<file path="config.mk">
export PLATFORM = sky130hd
export DESIGN_NAME = header_comment_stripper_unit
export DESIGN_NICKNAME = d
export VERILOG_FILES = /design/src/sv/hcs_pkg.sv /design/src/sv/hcs_core.sv /design/src/sv/hcs_emitter.sv /design/src/sv/header_comment_stripper_unit.sv
export SDC_FILE = /design/constraint.sdc
export NUM_CORES = 1
export LEC_CHECK = 0
export BUFFER_PORTS_ARGS = -buffer_cell sky130_fd_sc_hd__buf_4
export CAP_MARGIN = 20
export CORE_MARGIN = 2
export CORE_UTILIZATION = 60
export CTS_BUF_LIST = sky130_fd_sc_hd__clkbuf_4 sky130_fd_sc_hd__clkbuf_8
export CTS_CLUSTER_DIAMETER = 80
export DETAILED_ROUTE_END_ITERATION = 10
export PLACE_DENSITY = 0.8
export REMOVE_ABC_BUFFERS = 1
export SYNTH_ARGS = -nofsm -noshare
export SYNTH_HDL_FRONTEND = slang
export SYNTH_SLANG_ARGS = --single-unit
</file>
<file path="constraint.sdc">
create_clock -name clk -period 8.1 [get_ports clk]
set_clock_uncertainty 0.05 [all_clocks]
set_input_delay 1.62 -clock clk [delete_from_list [all_inputs] [get_ports clk]]
set_output_delay 1.62 -clock clk [all_outputs]
set_load 0.05 [all_outputs]
</file>
<file path="src/sv/hcs_pkg.sv">
// ============================================================================
// hcs_pkg: shared types and constants of the header comment stripper
// Character codes, channel item layouts and the result descriptor that
// travels from the decode core to the result emitter.
// ============================================================================
package hcs_pkg;

    localparam int DEFAULT_MAX_DEPTH = 32;
    localparam int MAX_RESULTS       = 32;
    localparam int CAP_W             = 16;
    localparam int CNT_W             = $clog2(MAX_RESULTS + 1);
    localparam int IDX_W             = $clog2(MAX_RESULTS);

    localparam logic [7:0] CH_OPEN   = 8'h28;
    localparam logic [7:0] CH_CLOSE  = 8'h29;
    localparam logic [7:0] CH_SPACE  = 8'h20;
    localparam logic [7:0] CH_QUOTE  = 8'h22;
    localparam logic [7:0] CH_BSLASH = 8'h5C;

    typedef struct packed {
        logic [7:0] in_byte;
        logic       end_of_string;
    } hdr_t;

    typedef struct packed {
        logic       main_valid;
        logic [7:0] main_byte;
        logic       comment_valid;
        logic [7:0] comment_byte;
        logic       last;
    } res_t;

    // Everything the emitter needs to play out the results of one item.
    typedef struct packed {
        logic             is_end;
        logic             empty;
        logic [CNT_W-1:0] count;
        res_t             r0;
        res_t             r1;
    } desc_t;

endpackage

</file>
<file path="src/sv/hcs_core.sv">
// ============================================================================
// hcs_core: parser state and per-item decode
// Holds quote, escape, nesting and capture state and turns one item into a
// result descriptor in a single pass; the state advances when step is high.
// ============================================================================
module hcs_core
    import hcs_pkg::*;
#(
    parameter int MAX_DEPTH = DEFAULT_MAX_DEPTH
)
(
    input  logic             clk,
    input  logic             rst_n,
    input  hdr_t             item,
    input  logic             step,
    input  logic [CAP_W-1:0] capacity,
    output desc_t            desc
);

    localparam int LVL_W = $clog2(MAX_DEPTH + 1);
    localparam int SUM_W = CAP_W + 2;

    logic             quote_reg, quote_next;
    logic             esc_reg, esc_next;
    logic [LVL_W-1:0] lvl_reg, lvl_next;
    logic [LVL_W-1:0] rec_reg, rec_next;
    logic [CAP_W-1:0] cnt_reg, cnt_next;

    logic [SUM_W-1:0] room_base;
    logic             room3;
    logic             room4;
    logic [7:0]       c;
    logic [7:0]       m0, m1, k0, k1;
    logic [1:0]       mcnt, kcnt;

    assign c         = item.in_byte;
    assign room_base = {2'b00, cnt_reg} + SUM_W'(rec_reg);
    assign room3     = (room_base + SUM_W'(3)) < {2'b00, capacity};
    assign room4     = (room_base + SUM_W'(4)) < {2'b00, capacity};

    always_comb
    begin
        quote_next = quote_reg;
        esc_next   = esc_reg;
        lvl_next   = lvl_reg;
        rec_next   = rec_reg;
        cnt_next   = cnt_reg;
        m0   = '0;
        m1   = '0;
        k0   = '0;
        k1   = '0;
        mcnt = 2'd0;
        kcnt = 2'd0;
        desc = '0;

        if (item.end_of_string)
        begin
            quote_next  = 1'b0;
            esc_next    = 1'b0;
            lvl_next    = '0;
            rec_next    = '0;
            cnt_next    = '0;
            desc.is_end = 1'b1;
            if (rec_reg == '0)
            begin
                desc.empty = 1'b1;
                desc.count = CNT_W'(1);
            end
            else if (int'(rec_reg) > MAX_RESULTS)
            begin
                desc.count = CNT_W'(MAX_RESULTS);
            end
            else
            begin
                desc.count = CNT_W'(rec_reg);
            end
        end
        else
        begin
            priority if (esc_reg)
            begin
                esc_next = 1'b0;
                if (lvl_reg != '0)
                begin
                    if (room3)
                    begin
                        k0 = CH_BSLASH;
                        k1 = c;
                        kcnt = 2'd2;
                        cnt_next = cnt_reg + CAP_W'(2);
                    end
                end
                else
                begin
                    m0 = CH_BSLASH;
                    m1 = c;
                    mcnt = 2'd2;
                end
            end
            else if (c == CH_BSLASH && (quote_reg || lvl_reg != '0))
            begin
                esc_next = 1'b1;
            end
            else if (lvl_reg != '0)
            begin
                if (c == CH_CLOSE)
                begin
                    lvl_next = lvl_reg - LVL_W'(1);
                end
                else if (c == CH_OPEN && lvl_reg < LVL_W'(MAX_DEPTH))
                begin
                    lvl_next = lvl_reg + LVL_W'(1);
                end
                if (room3)
                begin
                    k0 = c;
                    kcnt = 2'd1;
                    cnt_next = cnt_reg + CAP_W'(1);
                    rec_next = lvl_next;
                end
                if (lvl_next == '0 && c != CH_CLOSE)
                begin
                    m0 = c;
                    mcnt = 2'd1;
                end
            end
            else if (c == CH_QUOTE)
            begin
                quote_next = ~quote_reg;
                m0 = c;
                mcnt = 2'd1;
            end
            else if (!quote_reg && c == CH_OPEN)
            begin
                lvl_next = LVL_W'(1);
                if (room4)
                begin
                    rec_next = LVL_W'(1);
                    if (cnt_reg != '0)
                    begin
                        k0 = CH_SPACE;
                        k1 = CH_OPEN;
                        kcnt = 2'd2;
                        cnt_next = cnt_reg + CAP_W'(2);
                    end
                    else
                    begin
                        k0 = CH_OPEN;
                        kcnt = 2'd1;
                        cnt_next = cnt_reg + CAP_W'(1);
                    end
                end
                m0 = CH_SPACE;
                mcnt = 2'd1;
            end
            else if (c != CH_CLOSE)
            begin
                m0 = c;
                mcnt = 2'd1;
            end
            else
            begin
                // A stray close at level zero is dropped without a result.
                mcnt = 2'd0;
            end

            desc.count = CNT_W'((mcnt > kcnt) ? mcnt : kcnt);
            desc.r0.main_valid    = (mcnt != 2'd0);
            desc.r0.main_byte     = m0;
            desc.r0.comment_valid = (kcnt != 2'd0);
            desc.r0.comment_byte  = k0;
            desc.r1.main_valid    = (mcnt == 2'd2);
            desc.r1.main_byte     = m1;
            desc.r1.comment_valid = (kcnt == 2'd2);
            desc.r1.comment_byte  = k1;
        end
    end

    always_ff @(posedge clk or negedge rst_n)
    begin
        if (!rst_n)
        begin
            quote_reg <= 1'b0;
            esc_reg   <= 1'b0;
            lvl_reg   <= '0;
            rec_reg   <= '0;
            cnt_reg   <= '0;
        end
        else if (step)
        begin
            quote_reg <= quote_next;
            esc_reg   <= esc_next;
            lvl_reg   <= lvl_next;
            rec_reg   <= rec_next;
            cnt_reg   <= cnt_next;
        end
    end

endmodule

</file>
<file path="src/sv/hcs_emitter.sv">
// ============================================================================
// hcs_emitter: result register and sequencer
// Holds one descriptor; offers a result per cycle while res_ready is high.
// ============================================================================
module hcs_emitter
    import hcs_pkg::*;
(
    input  logic  clk,
    input  logic  rst_n,
    input  desc_t desc,
    output logic  free,
    input  logic  load,
    output logic  res_valid,
    input  logic  res_ready,
    output res_t  res_item
);

    desc_t            desc_reg;
    logic             valid_reg;
    logic [IDX_W-1:0] idx_reg, idx_next;
    logic             final_res;

    assign final_res = ({1'b0, idx_reg} + CNT_W'(1)) == desc_reg.count;
    assign free      = !valid_reg || (res_ready && final_res);
    assign res_valid = valid_reg;
    assign idx_next  = idx_reg + IDX_W'(1);

    always_comb
    begin
        res_item = '0;
        if (desc_reg.is_end)
        begin
            res_item.comment_valid = !desc_reg.empty;
            res_item.comment_byte  = desc_reg.empty ? 8'h00 : CH_CLOSE;
            res_item.last          = final_res;
        end
        else if (idx_reg == '0)
        begin
            res_item = desc_reg.r0;
        end
        else
        begin
            res_item = desc_reg.r1;
        end
    end

    always_ff @(posedge clk or negedge rst_n)
    begin
        if (!rst_n)
        begin
            valid_reg <= 1'b0;
            idx_reg   <= '0;
        end
        else if (load)
        begin
            valid_reg <= (desc.count != '0);
            idx_reg   <= '0;
        end
        else if (valid_reg && res_ready)
        begin
            if (final_res)
            begin
                valid_reg <= 1'b0;
            end
            idx_reg <= idx_next;
        end
    end

    always_ff @(posedge clk)
    begin
        if (load)
        begin
            desc_reg <= desc;
        end
    end

    // The index never runs past the number of results in the descriptor.
    a_idx_in_range: assert property (@(posedge clk) disable iff (!rst_n)
        valid_reg |-> ({1'b0, idx_reg} < desc_reg.count))
        else $error("result index beyond descriptor count");

    // A data item never yields more than two results.
    a_data_count: assert property (@(posedge clk) disable iff (!rst_n)
        (valid_reg && !desc_reg.is_end) |-> (desc_reg.count <= CNT_W'(2)))
        else $error("data item descriptor with more than two results");

    // The last flag only closes an end-of-string item.
    a_last_on_end: assert property (@(posedge clk) disable iff (!rst_n)
        (valid_reg && res_item.last) |-> (desc_reg.is_end && final_res))
        else $error("last flag outside the final end-of-string result");

    // A new descriptor is only taken when the previous one is done.
    a_no_overwrite: assert property (@(posedge clk) disable iff (!rst_n)
        (load && valid_reg) |-> (res_ready && final_res))
        else $error("descriptor overwritten before its results were taken");

endmodule

</file>
<file path="src/sv/header_comment_stripper_unit.sv">
// ============================================================================
// header_comment_stripper_unit: streaming header comment remover
// Strips parenthesised comments from a header value and optionally captures
// the comment text on a second stream.
// ============================================================================
// Usage:
//   Header bytes enter as items on the hdr channel (valid/ready); an item
//   with end_of_string set closes the value and carries no byte. Results
//   leave on the res channel, each carrying up to one cleaned byte and up
//   to one captured comment byte; last marks the final result of an
//   end-of-string item.
//   cap_we/cap_wdata write the comment capacity; zero turns capture off.
//   Write it only while the block is idle.
// Result flow:
//   The first result of an item is offered once the item has passed from
//   the input register into the result register. The result register
//   plays out one result per cycle while res_ready is high; a byte causes
//   one or two results (or none), and an end-of-string item causes one
//   result per closing parenthesis, at most 32. The result sequencer sets
//   the rate.
// Reset and stalls:
//   Reset clears all parser state and the capacity, and empties both stages.
//   When the receiver holds res_ready low the current result stays on the
//   port; the input register still takes one more item, then hdr_ready
//   drops until the result register frees.
// ============================================================================
module header_comment_stripper_unit
    import hcs_pkg::*;
#(
    parameter int MAX_DEPTH = DEFAULT_MAX_DEPTH
)
(
    input  logic             clk,
    input  logic             rst_n,
    input  logic             hdr_valid,
    output logic             hdr_ready,
    input  hdr_t             hdr_item,
    output logic             res_valid,
    input  logic             res_ready,
    output res_t             res_item,
    input  logic             cap_we,
    input  logic [CAP_W-1:0] cap_wdata
);

    // Input register: one item waits here while the core decodes it.
    hdr_t             item_reg;
    logic             item_valid_reg;
    logic [CAP_W-1:0] capacity_reg;

    desc_t desc;
    logic  emit_free;
    logic  step;

    // The core's state advances exactly when its descriptor is loaded.
    assign step      = item_valid_reg && emit_free;
    assign hdr_ready = !item_valid_reg || emit_free;

    always_ff @(posedge clk or negedge rst_n)
    begin
        if (!rst_n)
        begin
            item_valid_reg <= 1'b0;
            capacity_reg   <= '0;
        end
        else
        begin
            if (hdr_ready)
            begin
                item_valid_reg <= hdr_valid;
            end
            if (cap_we)
            begin
                capacity_reg <= cap_wdata;
            end
        end
    end

    always_ff @(posedge clk)
    begin
        if (hdr_valid && hdr_ready)
        begin
            item_reg <= hdr_item;
        end
    end

    hcs_core #(
        .MAX_DEPTH (MAX_DEPTH)
    ) u_core (
        .clk      (clk),
        .rst_n    (rst_n),
        .item     (item_reg),
        .step     (step),
        .capacity (capacity_reg),
        .desc     (desc)
    );

    hcs_emitter u_emitter (
        .clk       (clk),
        .rst_n     (rst_n),
        .desc      (desc),
        .free      (emit_free),
        .load      (step),
        .res_valid (res_valid),
        .res_ready (res_ready),
        .res_item  (res_item)
    );

endmodule
</file>
* After elaboration in Yosys (flattened, before gate mapping)
Index checks and enable logic that the tools add are counted.
Operators by class: div/mod/pow operators 0, reduce and logical (&&, ||, !) cells 34, bitwise operators 2, shift operators 0, $mul 0, $add $sub $neg 9, multiplexer cells 100, $lt $le $gt $ge 5, eq/ne operators 16
Operators with widths (count):
- $mux W16 | 11
- $mux W8 | 22
- $mux W6 | 25
- $lt A18 B16 Y1 | 2
- $mux W2 | 18
- $eq A8 B6 Y1 const B | 3
- $mux W19 | 1
- $add A18 B2 Y18 const B | 1
- $add A18 B3 Y18 const B | 1
- $add A16 B6 Y17 | 1
- $add A16 B1 Y16 const B | 1
- $add A16 B2 Y16 const B | 1
- $mux W1 | 16
- $reduce_bool A16 Y1 | 1
- $mux W7 | 2
- $logic_not A6 Y1 | 2
- $reduce_bool A6 Y1 | 2
- $mux W10 | 1
- $mux W5 | 2
- $reduce_and A5 Y1 | 2
- $reduce_bool A2 Y1 | 5
- $mux W9 | 1
- $ne A3 B2 Y1 const B | 3
- $eq A8 B7 Y1 const B | 1
- 23 further kinds | 41
Word-level totals: bits in latches 0, output and inout port bits 21, memories 0, memory bits (read-only) 0, bits in registers 106, logic and storage cells 188, bits in writable memories 0

* Logic depth before layout (Yosys ltp)
depth in word-level cells 20, mapped depth 29, mapped depth without buffers 28

* Cells and area by module
Synthesis repeated with hierarchy kept, for this count alone.
Unflattened totals: cell total of the unflattened synthesis 815, area, all modules 7671.1 µm²
By module, submodules not included:
- hcs_core | seq. area each 750.7 µm², cells an instance 595, times used 1, area each 4496.8 µm²
- hcs_emitter | seq. area each 1531.5 µm², cells an instance 172, times used 1, area each 2204.6 µm²
- header_comment_stripper_unit | seq. area each 695.7 µm², cells an instance 48, times used 1, area each 969.7 µm²

* Least setup slack after synthesis
Ideal clock, no wire load.
path kind reg-to-reg, from register u_core.cnt_reg[0], to register u_emitter.valid_reg (netlist: u_emitter.res_valid), arrival 5.962 ns, clock period less this slack 6.138 ns, cell stages (with the launch flop) 28, library setup time 0.126 ns, buffers on the path 1, slack 1.962 ns, cell sequence dfrtp_1 -> ha_1 -> inv_1 -> fa_1 -> and2b_1 -> o211ai_1 -> a2111oi_2 -> o21ai_1 -> a211oi_4 -> nand2_1 -> nor2_1 -> nand2_1 -> xor2_1 -> ha_1 -> nand4_1 -> a2111oi_0 -> or3_1 -> nor2_1 -> o21ai_0 -> and2_1 -> clkbuf_1 -> ha_1 -> nor2b_1 -> o21a_1 -> nand2_1 -> o31ai_1 -> a211o_1 -> o32a_1
Between the ends: word-level cells in the longest chain between the ends 15
RTL lines:
- start: declaration | line hcs_core.sv:27 | logic [CAP_W-1:0] cnt_reg, cnt_next;
- start signal: assignment | line hcs_core.sv:195 | cnt_reg <= cnt_next;
- $add A16 B6 Y17 | line hcs_core.sv:37 | assign room_base = {2'b00, cnt_reg} + SUM_W'(rec_reg);
- $add A18 B3 Y18 | line hcs_core.sv:39 | assign room4 = (room_base + SUM_W'(4)) < {2'b00, capacity};
- $lt A18 B16 Y1 | line hcs_core.sv:39
- $mux W2 | line hcs_core.sv:136 | if (room4)
- $mux W2 | line hcs_core.sv:133 | else if (!quote_reg && c == CH_OPEN)
- $mux W2 | line hcs_core.sv:127 | else if (c == CH_QUOTE)
- $mux W2 | line hcs_core.sv:104 | else if (lvl_reg != '0)
- $mux W2 | line hcs_core.sv:100 | else if (c == CH_BSLASH && (quote_reg || lvl_reg != '0))
- $mux W2 (*) | line hcs_core.sv:80 | priority if (esc_reg)
- $mux W2 (*) | line hcs_core.sv:56 | if (item.end_of_string)
- $gt A2 B2 Y1 | line hcs_core.sv:167 | desc.count = CNT_W'((mcnt > kcnt) ? mcnt : kcnt);
- $mux W2 (*) | line hcs_core.sv:167
- $mux W6 (*) | line hcs_core.sv:56
- $reduce_bool A6 Y1 (*) | line hcs_emitter.sv:56 | valid_reg <= (desc.count != '0);
- $mux W1 (*) | line hcs_emitter.sv:54 | else if (load)
- end signal: assignment | line hcs_emitter.sv:56
- end: declaration | line hcs_emitter.sv:19 | logic valid_reg;
Mark *: on every way between the ends. The rest lies on a longest branch, timed or not. The select of a mux whose other input is x is not followed. A chain may end at the register's enable or synchronous reset.

* Final worst setup path
Same ends and word-level chain as after synthesis.

==> metrics <==
status=completed; Yosys reg bits=106; FP Rows=40; TritonCTS clock tree=built; final worst setup slack=1.11 ns; DRT Pass-1 Iters=5; critical path class=reg -> reg; # IOs=51; # nets final=948; Setup Fix Bufs, Post-CTS=0; largest net degree at the start of global routing=55; max-slew violation count=0; Slew HR=21.9%; final worst path period share=86.3%; Hold Path Cell Cnt=1; antenna viol nets, final=0; Via Count=6624; fin area=8170 µm²; Required @ worst endpoint=8.34 ns; CP Max Fanout=9; worst slack after detailed placement=1.24 ns; FMAX=143 MHz; crit start category=flip-flop; max_cap viols=0; hold slack=0.522 ns; die area=13400 µm²; Static Leakage=3.43 nW; Clock Latency Late Sink=0.40 ns; DRC violations left=0; Starting Density=62.1%; pwr/cell area=315 nW/µm²; Chip Width=116 µm; Distinct cells, synth=83; Ant. Diodes=0; CTS H-tree depth=3; max FFs per register=44; CTS Sinks=106; layout cells sized above 1=12.9%; grt total ovfl=0; IO Port Bufs=50; Core ar.=12100 µm²; Clock Path Buffers=2; total track usage=29.6%; first-pass GRT wire length=30900 µm; worst r2r path cells=26; Area Growth Syn to Fin=8.70%; Reg clk slew, reported paths=0.10 ns; RD Place Congestion=0.939; count of final hold-check violations=0; Reg2Reg Setup Slack=1.11 ns; Syn Inst Count=841; crit path DAT=7.23 ns; cell area after synthesis=7520 µm²; number of global-route vias before repair=6178; Worst Hold Class=reg -> reg; Most used DFF post-synth=edfxtp_1; total CTS buffers=9; Placement Cell Area=7990 µm²; CTS Hold Buffers Added=0; sequential share of the synthesized area=38.8%; Post-synth ARST share=50.0%; vias per std cell=6.35; final setup fails=0; post-route core utilization=67.5%; RSZ-0062 raised after global routing=no; syn_area_per_cell=8.94 µm²; placed wire-length estimate=14500 µm; die span in y=116 µm; Slew @ Worst Pin=1.14 ns; Root Buffer=clkbuf_8; Yosys warnings=0; Final min period=6.99 ns; final wirelength=19500 µm; maximum VDD drop=0.000266 V; 1st-iter DRT viols=592; initial antenna violation count=0; Setup crit end kind=flip-flop; post-cts sizing count=0; EDFF count, synth=53; setup TNS=0 ns; drt wl/cell=18.7 µm
-- power by group --
group          switching [W]  internal, W
Sequential         0.0000892     0.000634
Combinational       0.000928     0.000605
Clock               0.000193     0.000123
Total                0.00121      0.00136
-- metal layers --
| metal | routed length (µm) | track usage [%] | vias to the layer above | share of wire (%) |
|---|---|---|---|---|
| met5 | 0 | 0 | - | 0 |
| met4 | 274 | 6.51 | 0 | 1.4 |
| met3 | 1620 | 6.43 | 26 | 8.3 |
| met2 | 9050 | 46.8 | 307 | 46 |
| met1 | 8590 | 42.3 | 3188 | 44 |
| li1 | - | - | 3103 | - |
-- Yosys cell counts (3+ instances only) --
| cell type | number | area [µm²] |
|---|---|---|
| dfrtp_1 | 53 | 1330 |
| or3_1 | 3 | 18.8 |
| a211oi_1 | 3 | 22.5 |
| ha_1 | 47 | 588 |
| xor2_1 | 19 | 166 |
| nor3b_1 | 5 | 37.5 |
| a21oi_1 | 57 | 285 |
| clkbuf_1 | 24 | 90.1 |
| mux2i_1 | 6 | 60.1 |
| and3_1 | 15 | 93.8 |
| and4_1 | 4 | 35.0 |
| or2_2 | 6 | 37.5 |
| nor2_1 | 66 | 248 |
| o211ai_1 | 12 | 90.1 |
| nand2_1 | 119 | 447 |
| o211a_1 | 3 | 30.0 |
| nor3_1 | 22 | 110 |
| and2_1 | 20 | 125 |
| nand3_1 | 25 | 125 |
| a21o_1 | 9 | 67.6 |
| a31oi_1 | 10 | 62.6 |
| xnor2_1 | 29 | 254 |
| nor2b_1 | 4 | 25.0 |
| o21ai_0 | 42 | 210 |
| nand4_1 | 11 | 68.8 |
| buf_2 | 9 | 45.0 |
| o21ai_1 | 7 | 35.0 |
| nor4b_1 | 4 | 35.0 |
| or4_1 | 9 | 67.6 |
| nor4_1 | 9 | 56.3 |
| a211oi_2 | 3 | 37.5 |
| a211o_1 | 6 | 52.6 |
| edfxtp_1 | 53 | 1590 |
| mux2_2 | 11 | 124 |
| inv_1 | 43 | 161 |
| o31ai_1 | 5 | 37.5 |
| nand2b_1 | 9 | 56.3 |
-- cell families after synthesis --
| family | share of synthesized area (%) |
|---|---|
| AND/OR/NAND/NOR | 22.1 |
| flip-flops | 38.8 |
| XOR/XNOR | 5.81 |
| multiplexers | 2.45 |
| AO/OA/AOI/OAI | 18.4 |
| adder cells (fa/ha/maj) | 8.09 |
| buffers and inverters | 4.29 |
-- path summary, 6_finish.rpt --
| path | startpoint | to |
|---|---|---|
| max reg2reg | u_core.cnt_reg[0]$_DFFE_PN0P_ | u_emitter.res_valid$_DFFE_PN0P_ |
| max | u_core.cnt_reg[0]$_DFFE_PN0P_ | u_emitter.res_valid$_DFFE_PN0P_ |
| min | capacity_reg[0]$_DFFE_PN0P_ | capacity_reg[0]$_DFFE_PN0P_ |
| min reg2reg | capacity_reg[0]$_DFFE_PN0P_ | capacity_reg[0]$_DFFE_PN0P_ |
| max in group asynchronous | rst_n | u_emitter.idx_reg[2]$_DFFE_PN0P_ |
| min in group asynchronous | rst_n | u_core.cnt_reg[7]$_DFFE_PN0P_ |
-- per-stage QoR --
| stage | power, W | std cells |
|---|---|---|
| final | 0.00257 | 1043 |
| after global routing | 0.00277 | 1043 |
| after CTS | 0.00256 | 1043 |
| after detailed placement | 0.00224 | 1027 |
| after global placement | 0.00217 | 1027 |
| after floorplan | 0.00184 | 804 |
-- critical path, cell delays in order (launching register included) --
cell and delay [ns]:
dfrtp_1 0.45, ha_1 0.24, inv_1 0.07, fa_1 0.41, and2b_1 0.27, o211ai_1 0.13, a2111oi_2 0.46, o21ai_1 0.17
a211oi_4 0.47, nand2_1 0.22, nor2_1 0.22, nand2_1 0.09, xor2_1 0.15, ha_1 0.31, nand4_1 0.12, a2111oi_0 0.97
or3_1 0.24, nor2_1 0.07, o21ai_0 0.21, and2_1 0.26, ha_1 0.27, nor2b_1 0.15, o21a_1 0.19, nand2_1 0.07
o31ai_1 0.07, a211o_1 0.26, o32a_1 0.28
-- cell usage in the layout, fill, tap and decap left out, types with 25 or more instances in the layout --
| master | n |
|---|---|
| xnor2_1 | 29 |
| a21oi_1 | 57 |
| buf_4 | 55 |
| nand3_1 | 25 |
| o21ai_0 | 42 |
| nor2_1 | 66 |
| ha_1 | 47 |
| inv_1 | 42 |
| edfxtp_1 | 53 |
| nand2_1 | 119 |
| dfrtp_1 | 53 |
-- layout make-up --
type	instances	area [µm²]
Fill cell	1028	3940
Timing Repair Buffer	55	413
Inverter	43	161
Sequential cell	106	2920
Clock inverter	6	48.8
Multi-Input combinational cell	655	4280
Tap cell	168	210
Clock buffer	10	138
No activity file was read; power rests on OpenSTA's default activity.
